## config.mk

```make
export PLATFORM = sky130hd
export DESIGN_NAME = asr_shade
export DESIGN_NICKNAME = d
export VERILOG_FILES = /design/src/sv/asr_pkg.sv /design/src/sv/asr_shade.sv
export SDC_FILE = /design/constraint.sdc
export NUM_CORES = 1
export LEC_CHECK = 0
export ABC_CLOCK_PERIOD_IN_PS = 900
export BUFFER_PORTS_ARGS = -buffer_cell sky130_fd_sc_hd__buf_2
export CAP_MARGIN = 5
export CORE_MARGIN = 1
export CORE_UTILIZATION = 49
export DETAILED_ROUTE_END_ITERATION = 6
export GPL_TIMING_DRIVEN = 0
export PLACE_DENSITY = 0.85
export SYNTH_ARGS = -nofsm -noshare
export SYNTH_HDL_FRONTEND = slang
export SYNTH_SLANG_ARGS = --single-unit
```

## constraint.sdc

```tcl
create_clock -name vclk -period 0.9
set_input_delay 0.045 -clock vclk [all_inputs]
set_output_delay 0.045 -clock vclk [all_outputs]
set_load 0.005 [all_outputs]
```

## src/sv/asr_pkg.sv

```systemverilog
package asr_pkg;

    // Screen page layout
    localparam int unsigned PageBytes = 6912;
    localparam int unsigned AddrW     = 13;
    localparam int unsigned ByteW     = 8;
    localparam int unsigned LineW     = 8;
    localparam int unsigned ColumnW   = 5;
    localparam int unsigned ColourW   = 4;
    localparam int unsigned Pixels    = 8;
    localparam int unsigned FrameW    = 4;

    localparam logic [AddrW-1:0] AttrBase  = 13'h1800;
    localparam logic [AddrW-1:0] PageLimit = 13'(PageBytes);

    // Attribute byte fields
    localparam int unsigned AttrFlashBit  = 7;
    localparam int unsigned AttrBrightBit = 6;

    typedef enum logic {
        OP_WRITE  = 1'b0,
        OP_RENDER = 1'b1
    } t_op;

    typedef logic [ColourW-1:0] t_colour;
    typedef t_colour [Pixels-1:0] t_colour_row;

    // Bitmap offset: interleaved thirds, pixel rows and character rows
    function automatic logic [AddrW-1:0] pix_addr(input logic [LineW-1:0] line,
                                                 input logic [ColumnW-1:0] column);
        pix_addr = {line[7:6], line[2:0], line[5:3], column};
    endfunction

    // Attribute offset: one byte per 8-line cell
    function automatic logic [AddrW-1:0] attr_addr(input logic [LineW-1:0] line,
                                                  input logic [ColumnW-1:0] column);
        attr_addr = AttrBase + {3'b000, line[7:3], column};
    endfunction

endpackage

```

## src/sv/asr_shade.sv

```systemverilog
module asr_shade
    import asr_pkg::*;
(
    input  logic [ByteW-1:0] i_pixel,
    input  logic             i_pix_ok,
    input  logic [ByteW-1:0] i_attr,
    input  logic             i_attr_ok,
    input  logic             i_flash,
    output t_colour_row      o_colour
);

    logic [ByteW-1:0] pixel;
    logic [ByteW-1:0] attr;
    logic [ByteW-1:0] shown;
    t_colour          ink;
    t_colour          paper;

    // Drop bytes that lie beyond the page
    assign pixel = i_pix_ok  ? i_pixel : '0;
    assign attr  = i_attr_ok ? i_attr  : '0;

    // Invert the pixel word on flashing cells in the on phase
    assign shown = (attr[AttrFlashBit] && i_flash) ? ~pixel : pixel;

    assign ink   = {attr[AttrBrightBit], attr[2:0]};
    assign paper = attr[6:3];

    // Pick ink or paper per pixel, leftmost from the top bit
    always_comb begin
        for (int k = 0; k < Pixels; k++) begin
            o_colour[k] = shown[Pixels-1-k] ? ink : paper;
        end
    end

endmodule
```

==> impl_metrics.json <==
{
  "outcome": "finished with violations",
  "violations": "setup timing",
  "ios": 51,
  "crit_type": "input pin to output pin",
  "max_stage_delay_ns": 0.19,
  "top_usage_layer": "met2",
  "start_util_pct": 52.2,
  "timing.final.ws_setup_ns": -0.0834,
  "route.antenna.remaining_nets": 0,
  "post-dp-hpwl_mm": 2.72,
  "final_common_cell": "nand4_1",
  "start_kind": "input pin",
  "dr.first_iter.drc_count": 213,
  "cellLeakagePower_nw": 0.704,
  "path_buf_inv": 3,
  "synth.cell_area_um2": 1020,
  "final_cell_mix": "nand4_1, buf_2, nand3_1, nand3_2, buf_6",
  "via_per_inst": 7.41,
  "placed_area_um2": 1310,
  "gp_congestion": 0.960,
  "final_layout_size_suffix_gt1_share_pct": 54.6,
  "grt_pass1_wl_mm": 7.26,
  "crit_required_ns": 0.85,
  "die-area_um2": 2280,
  "die_h_um": 47.7,
  "use_met1_pct": 51.1,
  "worstPathArrival_ns": 0.94,
  "path_max_fanout": 10,
  "power_uw": 774,
  "seq_cells": 0,
  "synth.distinct_cells": 9,
  "ir_worst_vdd_mv": 0.333,
  "crit_cells": 6,
  "fin_crit_sh_pct": 109,
  "worstHoldPathType": "input pin to output pin",
  "die_x_um": 47.7,
  "num_rows": 16,
  "cpMostUsedCell": "buf_2",
  "fmax_mhz": 1020,
  "syn_nets": 193,
  "n_clock_buffer": 0,
  "drv_slew": 0,
  "antenna_found_initial": 0,
  "whs_ns": 0.536,
  "stdcell_count": 254,
  "seqCellArea_um2": 0,
  "setup_viol": 22,
  "totalWireLength_mm": 5.23,
  "avgSynthCellArea_um2": 5.89,
  "first_pass_iters": 5,
  "path_cells": "buf_2 -> buf_6 -> nand2_2 -> nand3_1 -> nand4_1 -> buf_2",
  "nets": 248,
  "port_buffers": 50,
  "crit_family": "buffers and inverters",
  "track_usage_pct": 44.4,
  "num_antenna_cells": 0,
  "design.core.area_um2": 1960,
  "period_minus_slack_ns": 0.983,
  "min_to": "o_colour[26]",
  "slowest_stage": "buf_6",
  "seq_area_frac_synth_pct": 0,
  "worst_slew_pin_slew_ns": 0.253,
  "slew_headroom_pct": 83.1,
  "synthCells": 174,
  "dpl_worst_slack_ns": -0.218,
  "overflow": 0,
  "drv_cap": 0,
  "grt_pass1_vias": 1574,
  "dp_cells": 251,
  "stdcell_area_um2": 1610,
  "powerDensity_nw_per_um2": 481,
  "rsz0062_at_grt": "yes",
  "final-hold-violation-count": 0,
  "met2_usage_pct": 68.4,
  "hp-start": "i_pixel[1]",
  "drcViolationCount": 0,
  "area_growth_pct": 57.0,
  "grt_max_degree": 11,
  "wl_per_cell_um": 20.6,
  "setup.worst_path.end_class": "output pin",
  "met3_usage_pct": 20.8,
  "whs_path_depth": 4,
  "ys_warn_count": 0,
  "vias": 1883
}
[repair_timing]
| action | in CTS | in global routing |
|---|---|---|
| cloned | 10 | 0 |
| setup endpoints to repair | 24 | 24 |
| hold buffers | 0 | 0 |
| setup buffers | 1 | 0 |
| gates resized for setup | 65 | 17 |
| pin swaps | 24 | 7 |
[where the power goes]
group          internal, mW  switching [mW]
Clock                     0               0
Sequential                0               0
Combinational         0.336           0.438
Total                 0.336           0.438
[stage by stage]
stage / setup TNS [ns] / utilization, %
after floorplan: 0 / -
after global placement: -3.11 / 66.7
after detailed placement: -4.00 / 66.7
after CTS: -0.345 / 80.5
after global routing: -1.74 / 82.0
final: -1.01 / 82.0
[Yosys cell counts (all sizes together)]
library cell,count,area [um2]
buf,29,224
and2,8,50.1
nand4,66,413
nand2,8,30.0
nand3,55,275
clkbuf,7,26.3
and3,1,6.26
[worst max-delay path by stage]
stage                    from           end
detailed placement  i_attr_ok   o_colour[9]
finish               i_pix_ok  o_colour[14]
global route          i_flash  o_colour[25]
global placement    i_attr_ok  o_colour[21]
CTS                 i_attr_ok   o_colour[0]
floorplan            i_pix_ok  o_colour[28]
[layer usage]
| metal | vias to the layer above | part of all wire, % |
|---|---|---|
| li1 | 788 | - |
| met1 | 825 | 35 |
| met2 | 222 | 45 |
| met3 | 48 | 14 |
| met4 | 0 | 5.9 |
| met5 | - | 0 |
[tightest hold or removal path, stage by stage]
cell	delay [ns]
buf_2	0.15
nand4_1	0.09
nand4_1	0.08
buf_2	0.13
[area by class of cell]
cell class	count	area, um2
tap	27	33.8
fill	154	353
multi-input combinational	138	921
timing repair buffer	60	393
buffer	29	262
[logic make-up (layout without fill, tap and decap cells)]
group,Yosys count,count (layout),synth area share [%]
and+or+nand+nor,138,138,75.6
buffers and inverters,36,89,24.4
Power figures use the tool's default switching activity.
